==> config.mk <==
export PLATFORM = sky130hd
export DESIGN_NAME = zip_bar_code_converter_flat
export DESIGN_NICKNAME = d
export VERILOG_FILES = /design/src/rtl/core/zbc_pkg.sv /design/src/rtl/core/zbc_if.sv /design/src/rtl/core/zip_bar_code_converter.sv /design/src/rtl/core/zbc_step.sv /design/src/flat_wrapper.sv
export VERILOG_INCLUDE_DIRS = /design/src /design/src/rtl/core
export SDC_FILE = /design/constraint.sdc
export NUM_CORES = 1
export LEC_CHECK = 0
export ABC_AREA = 1
export BUFFER_PORTS_ARGS = -buffer_cell sky130_fd_sc_hd__buf_2
export CAP_MARGIN = 10
export CORE_UTILIZATION = 28
export CTS_CLUSTER_DIAMETER = 100
export DETAILED_ROUTE_END_ITERATION = 7
export SETUP_SLACK_MARGIN = 0.3
export SYNTH_ARGS = -nofsm -noshare
export SYNTH_HDL_FRONTEND = slang
export SYNTH_SLANG_ARGS = --single-unit
==> constraint.sdc <==
create_clock -name clk -period 7.36 [get_ports clk]
set_input_delay 0.368 -clock clk [delete_from_list [all_inputs] [get_ports clk]]
set_output_delay 0.368 -clock clk [all_outputs]
set_load 0.02 [all_outputs]
==> src/rtl/core/assert_macros.svh <==
// assertion macros shared by the zip bar code converter rtl
// no dependencies; define ASSERT_OFF to compile the checks out
`ifndef ASSERT_MACROS_SVH
`define ASSERT_MACROS_SVH

`ifndef ASSERT_OFF

// checked at every clock edge outside reset
`define ZBC_ASSERT(label, prop, msg) \
	label: assert property (@(posedge clk) disable iff (!arst_n) (prop)) else $error(msg);

// checked at every clock edge, reset included
`define ZBC_ASSERT_ALWAYS(label, prop, msg) \
	label: assert property (@(posedge clk) (prop)) else $error(msg);

`else

`define ZBC_ASSERT(label, prop, msg)
`define ZBC_ASSERT_ALWAYS(label, prop, msg)

`endif

`endif

==> src/rtl/core/zbc_pkg.sv <==
// types, constants and code tables for the zip bar code converter
// no dependencies
`timescale 1ns / 1ps

package zbc_pkg;

	localparam int ZIP_W = 17;
	localparam int BAR_W = 27;
	localparam int GRP_W = 5;
	localparam int BODY_W = 25;

	localparam logic KIND_ENCODE = 1'b0;
	localparam logic KIND_DECODE = 1'b1;

	// x / 10 as (x * RECIP_10) >> RECIP_SHIFT, exact for every 17-bit x
	localparam logic [16:0] RECIP_10 = 17'd104858;
	localparam int RECIP_SHIFT = 20;

	localparam logic [ZIP_W-1:0] ZIP_MAX = 17'd99999;

	typedef struct packed {
		logic hit;
		logic [3:0] digit;
	} grp_hit_t;

	// one word in flight through the digit pipeline
	typedef struct packed {
		logic kind;
		logic [ZIP_W-1:0] val;
		logic [BODY_W-1:0] enc;
		logic [BODY_W-1:0] dec;
		logic [ZIP_W-1:0] zip;
		logic bad;
	} stage_t;

	function automatic logic [GRP_W-1:0] digit_pattern(input logic [3:0] d);
		logic [GRP_W-1:0] p;
		case (d)
			4'd0: p = 5'b11000;
			4'd1: p = 5'b00011;
			4'd2: p = 5'b00101;
			4'd3: p = 5'b00110;
			4'd4: p = 5'b01001;
			4'd5: p = 5'b01010;
			4'd6: p = 5'b01100;
			4'd7: p = 5'b10001;
			4'd8: p = 5'b10010;
			4'd9: p = 5'b10100;
			default: p = 5'b11000;
		endcase
		return p;
	endfunction

	function automatic grp_hit_t group_digit(input logic [GRP_W-1:0] g);
		grp_hit_t r;
		r.hit = 1'b1;
		unique case (g)
			5'b11000: r.digit = 4'd0;
			5'b00011: r.digit = 4'd1;
			5'b00101: r.digit = 4'd2;
			5'b00110: r.digit = 4'd3;
			5'b01001: r.digit = 4'd4;
			5'b01010: r.digit = 4'd5;
			5'b01100: r.digit = 4'd6;
			5'b10001: r.digit = 4'd7;
			5'b10010: r.digit = 4'd8;
			5'b10100: r.digit = 4'd9;
			default: begin
				r.hit = 1'b0;
				r.digit = 4'd0;
			end
		endcase
		return r;
	endfunction

endpackage

==> src/rtl/core/zbc_if.sv <==
// request and response channels of the zip bar code converter
// depends on zbc_pkg for field widths
`timescale 1ns / 1ps

interface zbc_req_if import zbc_pkg::*; ();
	logic valid;
	logic ready;
	logic kind;
	logic [ZIP_W-1:0] zip_value;
	logic [BAR_W-1:0] bar_bits;

	modport source (output valid, kind, zip_value, bar_bits, input ready);
	modport sink (input valid, kind, zip_value, bar_bits, output ready);
endinterface

interface zbc_rsp_if import zbc_pkg::*; ();
	logic valid;
	logic ready;
	logic [ZIP_W-1:0] zip_out;
	logic [BAR_W-1:0] bar_out;
	logic bad_group;

	modport source (output valid, zip_out, bar_out, bad_group, input ready);
	modport sink (input valid, zip_out, bar_out, bad_group, output ready);
endinterface

==> src/rtl/core/zip_bar_code_converter.sv <==
// zip bar code converter top level: five-stage digit pipeline
// depends on zbc_pkg, zbc_if, zbc_step and assert_macros.svh
`timescale 1ns / 1ps
// usage
//   req carries one word per item: kind 0 encodes zip_value into 27 bars,
//   kind 1 decodes bar_bits into a zip value with a bad_group flag.
//   rsp returns one word per request, in order; unused fields are zero.
// timing
//   five register stages, one digit per stage, each holding one reciprocal
//   multiply for the divide by ten and a group lookup; the last stage drives
//   rsp directly, and each accepted word is registered by every stage in turn;
//   throughput one word per cycle while rsp.ready holds.
// reset
//   arst_n clears all stage valid bits; the pipeline is empty afterwards.
// stall
//   each stage holds its word while the one after it is full and stalled;
//   empty stages keep filling, so up to five words queue behind a stalled
//   rsp before req.ready drops. nothing is lost or repeated.

`include "assert_macros.svh"

module zip_bar_code_converter import zbc_pkg::*; (
	input logic clk,
	input logic arst_n,
	zbc_req_if.sink req,
	zbc_rsp_if.source rsp
);

	stage_t init_d;
	stage_t nxt1, nxt2, nxt3, nxt4, nxt5;
	stage_t data_s1, data_s2, data_s3, data_s4, data_s5;
	logic vld_s1, vld_s2, vld_s3, vld_s4, vld_s5;
	logic rdy1, rdy2, rdy3, rdy4, rdy5;
	logic rsp_enc, rsp_dec, enc_ok, pipe_full;

	always_comb begin
		init_d.kind = req.kind;
		init_d.val = req.zip_value;
		init_d.enc = '0;
		init_d.dec = req.bar_bits[BAR_W-2:1];
		init_d.zip = '0;
		init_d.bad = 1'b0;
	end

	zbc_step u_step1 (.cur(init_d), .nxt(nxt1));
	zbc_step u_step2 (.cur(data_s1), .nxt(nxt2));
	zbc_step u_step3 (.cur(data_s2), .nxt(nxt3));
	zbc_step u_step4 (.cur(data_s3), .nxt(nxt4));
	zbc_step u_step5 (.cur(data_s4), .nxt(nxt5));

	// a stage takes a word when empty or when its word moves on
	assign rdy5 = ~vld_s5 | rsp.ready;
	assign rdy4 = ~vld_s4 | rdy5;
	assign rdy3 = ~vld_s3 | rdy4;
	assign rdy2 = ~vld_s2 | rdy3;
	assign rdy1 = ~vld_s1 | rdy2;
	assign req.ready = rdy1;

	always_ff @(posedge clk or negedge arst_n) begin
		if (!arst_n) begin
			vld_s1 <= 1'b0;
			vld_s2 <= 1'b0;
			vld_s3 <= 1'b0;
			vld_s4 <= 1'b0;
			vld_s5 <= 1'b0;
		end else begin
			if (rdy1) vld_s1 <= req.valid;
			if (rdy2) vld_s2 <= vld_s1;
			if (rdy3) vld_s3 <= vld_s2;
			if (rdy4) vld_s4 <= vld_s3;
			if (rdy5) vld_s5 <= vld_s4;
		end
	end

	always_ff @(posedge clk) begin
		if (rdy1 && req.valid) data_s1 <= nxt1;
		if (rdy2 && vld_s1) data_s2 <= nxt2;
		if (rdy3 && vld_s2) data_s3 <= nxt3;
		if (rdy4 && vld_s3) data_s4 <= nxt4;
		if (rdy5 && vld_s4) data_s5 <= nxt5;
	end

	assign rsp.valid = vld_s5;
	assign rsp.zip_out = (data_s5.kind == KIND_DECODE) ? data_s5.zip : '0;
	assign rsp.bar_out = (data_s5.kind == KIND_ENCODE) ? {1'b1, data_s5.enc, 1'b1} : '0;
	assign rsp.bad_group = (data_s5.kind == KIND_DECODE) ? data_s5.bad : 1'b0;

	assign rsp_enc = rsp.valid && data_s5.kind == KIND_ENCODE;
	assign rsp_dec = rsp.valid && data_s5.kind == KIND_DECODE;
	assign enc_ok = rsp.bar_out[BAR_W-1] && rsp.bar_out[0] && $countones(rsp.bar_out) == 12;
	assign pipe_full = vld_s1 && vld_s2 && vld_s3 && vld_s4 && vld_s5;

	`ZBC_ASSERT(a_enc_framed, rsp_enc |-> enc_ok, "encoded bars lack frame or two-of-five shape")
	`ZBC_ASSERT(a_dec_range, rsp_dec |-> rsp.bar_out == '0 && rsp.zip_out <= ZIP_MAX, "decode out of range")
	`ZBC_ASSERT(a_mid_hold, vld_s3 && !rdy4 |=> vld_s3 && $stable(data_s3), "middle stage lost its word")
	`ZBC_ASSERT(a_ready_full, !req.ready |-> pipe_full, "input stalled with a free stage")
	`ZBC_ASSERT_ALWAYS(a_reset_empty, !arst_n |-> !rsp.valid, "response valid during reset")

endmodule

==> src/rtl/core/zbc_step.sv <==
// one digit step: peels a decimal digit for encode, folds a bar group for decode
// depends on zbc_pkg
`timescale 1ns / 1ps

module zbc_step import zbc_pkg::*; (
	input stage_t cur,
	output stage_t nxt
);

	logic [2*ZIP_W-1:0] prod;
	logic [ZIP_W-1:0] quo;
	logic [ZIP_W-1:0] ten_quo;
	logic [ZIP_W-1:0] rem;
	logic [ZIP_W-1:0] zip_ten;
	grp_hit_t gh;

	always_comb begin
		prod = {{ZIP_W{1'b0}}, cur.val} * {{ZIP_W{1'b0}}, RECIP_10};
		quo = ZIP_W'(prod >> RECIP_SHIFT);
		ten_quo = (quo << 3) + (quo << 1);
		rem = cur.val - ten_quo;

		gh = group_digit(cur.dec[BODY_W-1 -: GRP_W]);
		zip_ten = (cur.zip << 3) + (cur.zip << 1) + {{(ZIP_W-4){1'b0}}, gh.digit};

		nxt.kind = cur.kind;
		nxt.val = quo;
		// least significant digit enters at the top and drifts toward bit 0
		nxt.enc = {digit_pattern(rem[3:0]), cur.enc[BODY_W-1:GRP_W]};
		nxt.dec = cur.dec << GRP_W;
		// an unknown group leaves the value unshifted
		nxt.zip = gh.hit ? zip_ten : cur.zip;
		nxt.bad = cur.bad | ~gh.hit;
	end

endmodule
==> src/flat_wrapper.sv <==
// flat-port wrapper written by rule: the top's interface ports become plain ports
module zip_bar_code_converter_flat import zbc_pkg::*;
  (clk, arst_n, req_valid, req_kind, req_zip_value, req_bar_bits, req_ready, rsp_valid, rsp_zip_out, rsp_bar_out, rsp_bad_group, rsp_ready);
  zbc_req_if req_i ();
  zbc_rsp_if rsp_i ();
  input logic clk;
  input logic arst_n;
  input wire logic [$bits(req_i.valid)-1:0] req_valid;
  input wire logic [$bits(req_i.kind)-1:0] req_kind;
  input wire logic [$bits(req_i.zip_value)-1:0] req_zip_value;
  input wire logic [$bits(req_i.bar_bits)-1:0] req_bar_bits;
  output wire logic [$bits(req_i.ready)-1:0] req_ready;
  output wire logic [$bits(rsp_i.valid)-1:0] rsp_valid;
  output wire logic [$bits(rsp_i.zip_out)-1:0] rsp_zip_out;
  output wire logic [$bits(rsp_i.bar_out)-1:0] rsp_bar_out;
  output wire logic [$bits(rsp_i.bad_group)-1:0] rsp_bad_group;
  input wire logic [$bits(rsp_i.ready)-1:0] rsp_ready;
  assign req_i.valid = req_valid;
  assign req_i.kind = req_kind;
  assign req_i.zip_value = req_zip_value;
  assign req_i.bar_bits = req_bar_bits;
  assign req_ready = req_i.ready;
  assign rsp_valid = rsp_i.valid;
  assign rsp_zip_out = rsp_i.zip_out;
  assign rsp_bar_out = rsp_i.bar_out;
  assign rsp_bad_group = rsp_i.bad_group;
  assign rsp_i.ready = rsp_ready;
  zip_bar_code_converter u_core (.clk(clk), .arst_n(arst_n), .req(req_i), .rsp(rsp_i));
endmodule
==> reports/results.txt, run 1 <==
worst hold slack = 0.0235 ns
Reg clk slew, reported paths = 0.06 ns
most common cell in the netlist = inv_1
final slew viol count = 0
Setup crit end kind = flop
setup slack, reg-to-reg = 1.07 ns
Startpoint Class = flop
Core Footprint = 0.0915 mm^2
CTS tree = done
first-iteration detailed-routing DRC count = 722
fin cells = 4,129
Synth area leader = edfxtp_1
Worst Skew = 0.0186 ns
Crit Reg-Reg Endpoint = u_core.data_s2[66]$_DFFE_PP_
total number of vias = 18,100
CTS buffer count = 28
via density per instance = 4.39
Final nets = 3,670
synthesized cell area = 0.0258 mm^2
crit-path max cell delay = 0.58 ns
Commonest cells post-synth = 614 x inv_1, 496 x ha_1, 451 x nand2_1
hold endpoint = u_core.data_s1[41]$_DFFE_PP_
first-pass GRT wire length = 88,400 um
Fill cells = 9,460
clock root buffer = clkbuf_16
predominant post-synthesis flop cell = edfxtp_1
# clock sinks = 235
CP max stage cell = fa_1
I/O Pins = 96
max-cap check violation count = 0
Finished Cell Area = 0.0289 mm^2
Finish-stage setup viols = 0
num rows = 111
initial core utilization = 28.2%
antenna violations before repair = 8
register area = 0.00703 mm^2
syn nets = 3,538
fraction of layout cells with a size suffix above 1 = 7.82%
Final Wtd Congestion = 0.888
Die Y = 306 um
#FFs+latches synth = 235
grt ovf = 0
hold depth = 1
# placed instances = 4,060
insertion delay to the later sink of the worst-skew pair = 0.57 ns
CP dominant cell by count = inv_1
Detailed Place HPWL = 45,000 um
CP Data Arrival Time = 6.62 ns
Setup CP Type = flop to flop
Multi-input gate area = 0.0164 mm^2
Post-synth ARST share = 2.13%
DR pass1 iterations = 5
PortBufs = 93
Synth Instances = 2,787
relative slew slack = 30.2%
Post-Route WL = 52,900 um
Period Utilization, post-route = 85.5%
final hold viol count = 0
Setup TNS Final = 0 ns
placed cell area = 0.0278 mm^2
die area = 0.0935 mm^2
DRC violations left = 0
Tmin final = 6.29 ns
GR Util All Layers = 11.5%
CTS max path bufs = 3
Area Growth Syn to Fin = 12.0%
Mapped Avg Cell Area = 9.27 um^2
Routed Antenna Nets = 0
FF-to-FF Start = u_core.data_s1[80]$_DFFE_PP_
Hold Crit Start = req_bar_bits[19]
post-synthesis sequential area ratio = 27.2%
CP Data Required Time = 7.68 ns
top cell type's share of synthesized area = 26.7%
largest net degree at the start of global routing = 49
Worst Path Max Fanout = 6
Post-synth EDFFs = 230
vias in the first global route = 18,100
Max Fclk = 159 MHz
Hold Path Class = input port to flop
ranking of synthesized cells by area = edfxtp_1 27%, ha_1 24%, fa_1 16%, inv_1 8.9%, nand2_1 6.6%
Yosys warnings = 0
# Post-CTS Setup Buffers = 0
htree depth = 1
status = finished clean
drt wl/cell = 12.8 um
cell depth of the worst flop-to-flop path = 27
worst-margin pin slew = 1.05 ns
RSZ-0062 raised after global routing = false
die span in x = 306 um
synth unique cells = 57
==> what timing repair did <==
action	in CTS	in global routing
hold buffers	15	0
resized for setup	0	0
hold endpoints to repair	19	0
==> flip-flops by register name, indices dropped and copies added, names as in the netlist, 44 cells and up <==
| name | cells |
|---|---|
| u_core.data_s4 | 48 |
| u_core.data_s3 | 47 |
| u_core.data_s2 | 46 |
| u_core.data_s1 | 45 |
| u_core.data_s5 | 44 |
==> layout make-up <==
class,count,area share [%]
multi-input cells,1923,56.8
inverters,619,8.05
clock buffers,36,2.70
well taps,1186,5.13
clock inverters,16,0.800
diodes,2,0.0173
flip-flops and latches,235,24.3
repair buffers,112,2.23
==> worst max-delay path, delay by kind of cell (launching register included) <==
family | cells | cell delay (ns)
flops | 1 | 0.43
fa+ha+maj | 8 | 3.42
buf+inv | 8 | 0.56
simple gates | 11 | 1.65
==> cell families (layout without fill, tap and decap cells) <==
group                    after synthesis  after routing  synth area share, %
other                                  0              2                    0
buffers and inverters                629            783                 9.28
flip-flops                           235            235                 27.2
XOR/XNOR                              69             69                 2.34
AO/OA/AOI/OAI                        279            279                 6.20
multiplexers                           3              3                0.131
AND/OR/NAND/NOR                      870            870                 14.9
adder cells (fa/ha/maj)              702            702                 40.0
==> per-stage QoR <==
stage / util [%] / setup WS (ns)
final: 31.6 / 1.07
after global routing: 31.6 / 0.624
after CTS: 31.6 / 1.12
after detailed placement: 30.4 / 1.11
after global placement: 30.4 / 1.12
after floorplan: - / 1.65
==> routing by layer <==
| metal | vias up | global-route usage, % | wire [um] |
|---|---|---|---|
| li1 | 9340 | - | - |
| met1 | 8442 | 15.6 | 25700 |
| met2 | 275 | 19.2 | 24100 |
| met3 | 70 | 1.51 | 2000 |
| met4 | 12 | 2.48 | 1100 |
| met5 | - | 0 | 75 |
==> placed cells by master, fill, tap and decap left out, types with 4 or more instances in the layout <==
master,n
inv_1,612
ha_1,496
nand2_1,451
edfxtp_1,230
fa_1,206
nor2_1,178
a21oi_1,127
nand3_1,101
buf_2,93
o21ai_0,65
xor2_1,42
clkbuf_16,28
xnor2_1,27
nand4_1,22
or2_2,22
nand3b_1,19
nand2_2,17
nor3_1,16
a21o_1,15
dlygate4sd3_1,15
a31oi_1,12
o21bai_1,12
nand3_2,12
o21ai_1,9
o21a_1,9
nor4_1,7
nor2_2,5
o211ai_1,5
clkbuf_8,5
dfrtp_1,5
a221oi_1,4
o21ai_2,4
clkinv_2,4
o2111ai_1,4
bufinv_16,4
buf_4,4
==> worst max path at each step <==
stage                                             from                            to  cells past startpoint
final                     u_core.data_s1[80]$_DFFE_PP_  u_core.data_s2[66]$_DFFE_PP_                     27
after global routing      u_core.data_s1[80]$_DFFE_PP_  u_core.data_s2[64]$_DFFE_PP_                     28
after CTS                 u_core.data_s1[80]$_DFFE_PP_  u_core.data_s2[66]$_DFFE_PP_                     27
after detailed placement              req_zip_value[3]  u_core.data_s1[66]$_DFFE_PP_                     24
after global placement                req_zip_value[3]  u_core.data_s1[64]$_DFFE_PP_                     25
after floorplan           u_core.data_s1[80]$_DFFE_PP_  u_core.data_s2[66]$_DFFE_PP_                     27
Power of run 1 is left out: the tool's default activity adds up to more than one toggle a clock period on the data nets, which glitch-free logic cannot reach.
==> inputs of run 2 (changes only) <==
- CORE_UTILIZATION: 28 -> 64
- GPL_TIMING_DRIVEN: not set -> 0
- PLACE_DENSITY: not set -> 0.82
==> run 2 against run 1 <==
Against the previous run: die area shrank 56%; non-clock buffer count rose by 14; sequential share of layout area is 0.69 points higher; critical path depth shrank 2; worst setup slack worse by 0.080 ns; core utilization is 39 points higher; global-route usage up 16 points; count of clock-buffer cells in the layout shrank 4; register-to-register slack worse by 0.08 ns; wire length rose by 2.4%; critical endpoint unchanged.
==> reports/results.txt, run 2 (synthesis gave the netlist of run 1 again) <==
status = finished clean
Final nets = 3,682
Worst Path Max Fanout = 6
Setup CP Type = flop to flop
vias in the first global route = 19,700
Routed Antenna Nets = 0
most frequent cells in the layout = 612 x inv_1, 496 x ha_1, 451 x nand2_1
Most flops, register = u_core.data_s4
worst-margin pin slew = 0.953 ns
crit-path max cell delay = 0.55 ns
hold_buf cts = 19
drt wl/cell = 15.6 um
grt ovf = 0
CP max stage cell = fa_1
RSZ-0062 raised after global routing = false
Final Wtd Congestion = 0.934
Startpoint Class = flop
antenna violations before repair = 2
final hold viol count = 0
Crit Reg-Reg Endpoint = u_core.data_s2[66]$_DFFE_PP_
first-iteration detailed-routing DRC count = 1,138
FF-to-FF Start = u_core.data_s1[76]$_DFFE_PP_
Finish-stage setup viols = 0
CTS max path bufs = 3
cell depth of the worst flop-to-flop path = 25
Post-Route WL = 54,200 um
CTS buffer count = 26
final slew viol count = 0
Reg clk slew, reported paths = 0.06 ns
CP Data Arrival Time = 6.66 ns
initial core utilization = 64.9%
Max Fclk = 157 MHz
DR pass1 iterations = 8
Hold Path Class = input port to flop
num rows = 73
insertion delay to the later sink of the worst-skew pair = 0.55 ns
die span in x = 203 um
die area = 0.0412 mm^2
Core Util, Final = 70.7%
Detailed Place HPWL = 45,500 um
Multi-input gate area = 0.0164 mm^2
Tmin final = 6.37 ns
Fill cells = 2,864
Setup TNS Final = 0 ns
Top Registers = u_core.data_s4 x48, u_core.data_s3 x47, u_core.data_s2 x46
fraction of layout cells with a size suffix above 1 = 7.66%
Period Utilization, post-route = 86.6%
largest net degree at the start of global routing = 49
first-pass GRT wire length = 91,100 um
setup slack after placement = 0.997 ns
# clock sinks = 235
PortBufs = 93
Core Footprint = 0.0398 mm^2
Area Growth Syn to Fin = 8.89%
hold endpoint = u_core.data_s1[26]$_DFFE_PP_
register area = 0.00703 mm^2
commonest non-fill, non-tap cell in the layout = inv_1
setup slack, reg-to-reg = 0.99 ns
CP Data Required Time = 7.65 ns
via density per instance = 5.50
Setup crit end kind = flop
CP dominant cell by count = nand2_1
relative slew slack = 36.4%
hold depth = 1
post-cts resize count = 0
# Post-CTS Setup Buffers = 0
Hold Crit Start = req_bar_bits[4]
max FFs per register = 48
htree depth = 1
Die Y = 203 um
number of inserted diodes = 0
Worst Skew = 0.0167 ns
worst hold slack = 0.0276 ns
max-cap check violation count = 0
CTS tree = done
total number of vias = 19,100
I/O Pins = 96
DRC violations left = 0
setup ws final = 0.988 ns
GR Util All Layers = 27.2%
clock root buffer = clkbuf_16
run 2: cell count changes in the layout (fill, tap and decap cells not counted), moves of 2 or more:
cell           before  now
buf_4               4    2
diode_2             2    0
inv_6               2    0
clkbuf_8            5    2
buf_12              0    3
clkbuf_16          28   26
buf_6               0    3
dlygate4sd3_1      15   20
clkbuf_1            3    9
run 2: worst max path at each step:
stage	startpoint	end	slack [ns]	cells past startpoint
2_1_floorplan	u_core.data_s1[80]$_DFFE_PP_	u_core.data_s2[66]$_DFFE_PP_	1.65	27
3_3_place_gp	req_zip_value[7]	u_core.data_s1[66]$_DFFE_PP_	1.08	24
3_5_place_dp	req_zip_value[7]	u_core.data_s1[64]$_DFFE_PP_	1.0	25
4_1_cts	u_core.data_s1[76]$_DFFE_PP_	u_core.data_s2[66]$_DFFE_PP_	1.01	26
5_1_grt	u_core.data_s1[80]$_DFFE_PP_	u_core.data_s2[66]$_DFFE_PP_	0.56	28
6_report	u_core.data_s1[76]$_DFFE_PP_	u_core.data_s2[66]$_DFFE_PP_	0.99	25
run 2: cell type report:
cell class / count / share of cell area, %
Clock buffer: 32 / 2.46
Clock inverter: 14 / 0.711
Inverter: 619 / 8.28
Multi-Input combinational cell: 1923 / 58.4
Sequential cell: 235 / 25.0
Buffer: 10 / 0.240
Tap cell: 525 / 2.33
Timing Repair Buffer: 116 / 2.58
run 2: layer usage:
| metal | part of all wire, % | vias to the layer above | track usage (%) |
|---|---|---|---|
| li1 | - | 9370 | - |
| met1 | 41 | 9046 | 33.1 |
| met2 | 51 | 539 | 50.1 |
| met3 | 4.6 | 139 | 3.80 |
| met4 | 2.6 | 4 | 7.12 |
| met5 | 0.041 | - | 0 |
run 2: through the flow:
step	area (um^2)	cells
6_report	28100	3474
5_1_grt	28100	3474
4_1_cts	28100	3473
3_5_place_dp	27000	3408
3_3_place_gp	27000	3405
2_1_floorplan	25800	2787
run 2: critical path: cells and delay by family, from the launching register on:
| kind | cells | cell delay [ns] |
|---|---|---|
| buffers and inverters | 6 | 0.45 |
| adders and majority gates | 8 | 3.50 |
| and+or+nand+nor | 11 | 1.68 |
| DFF | 1 | 0.50 |
Power of run 2 is left out for the same reason.
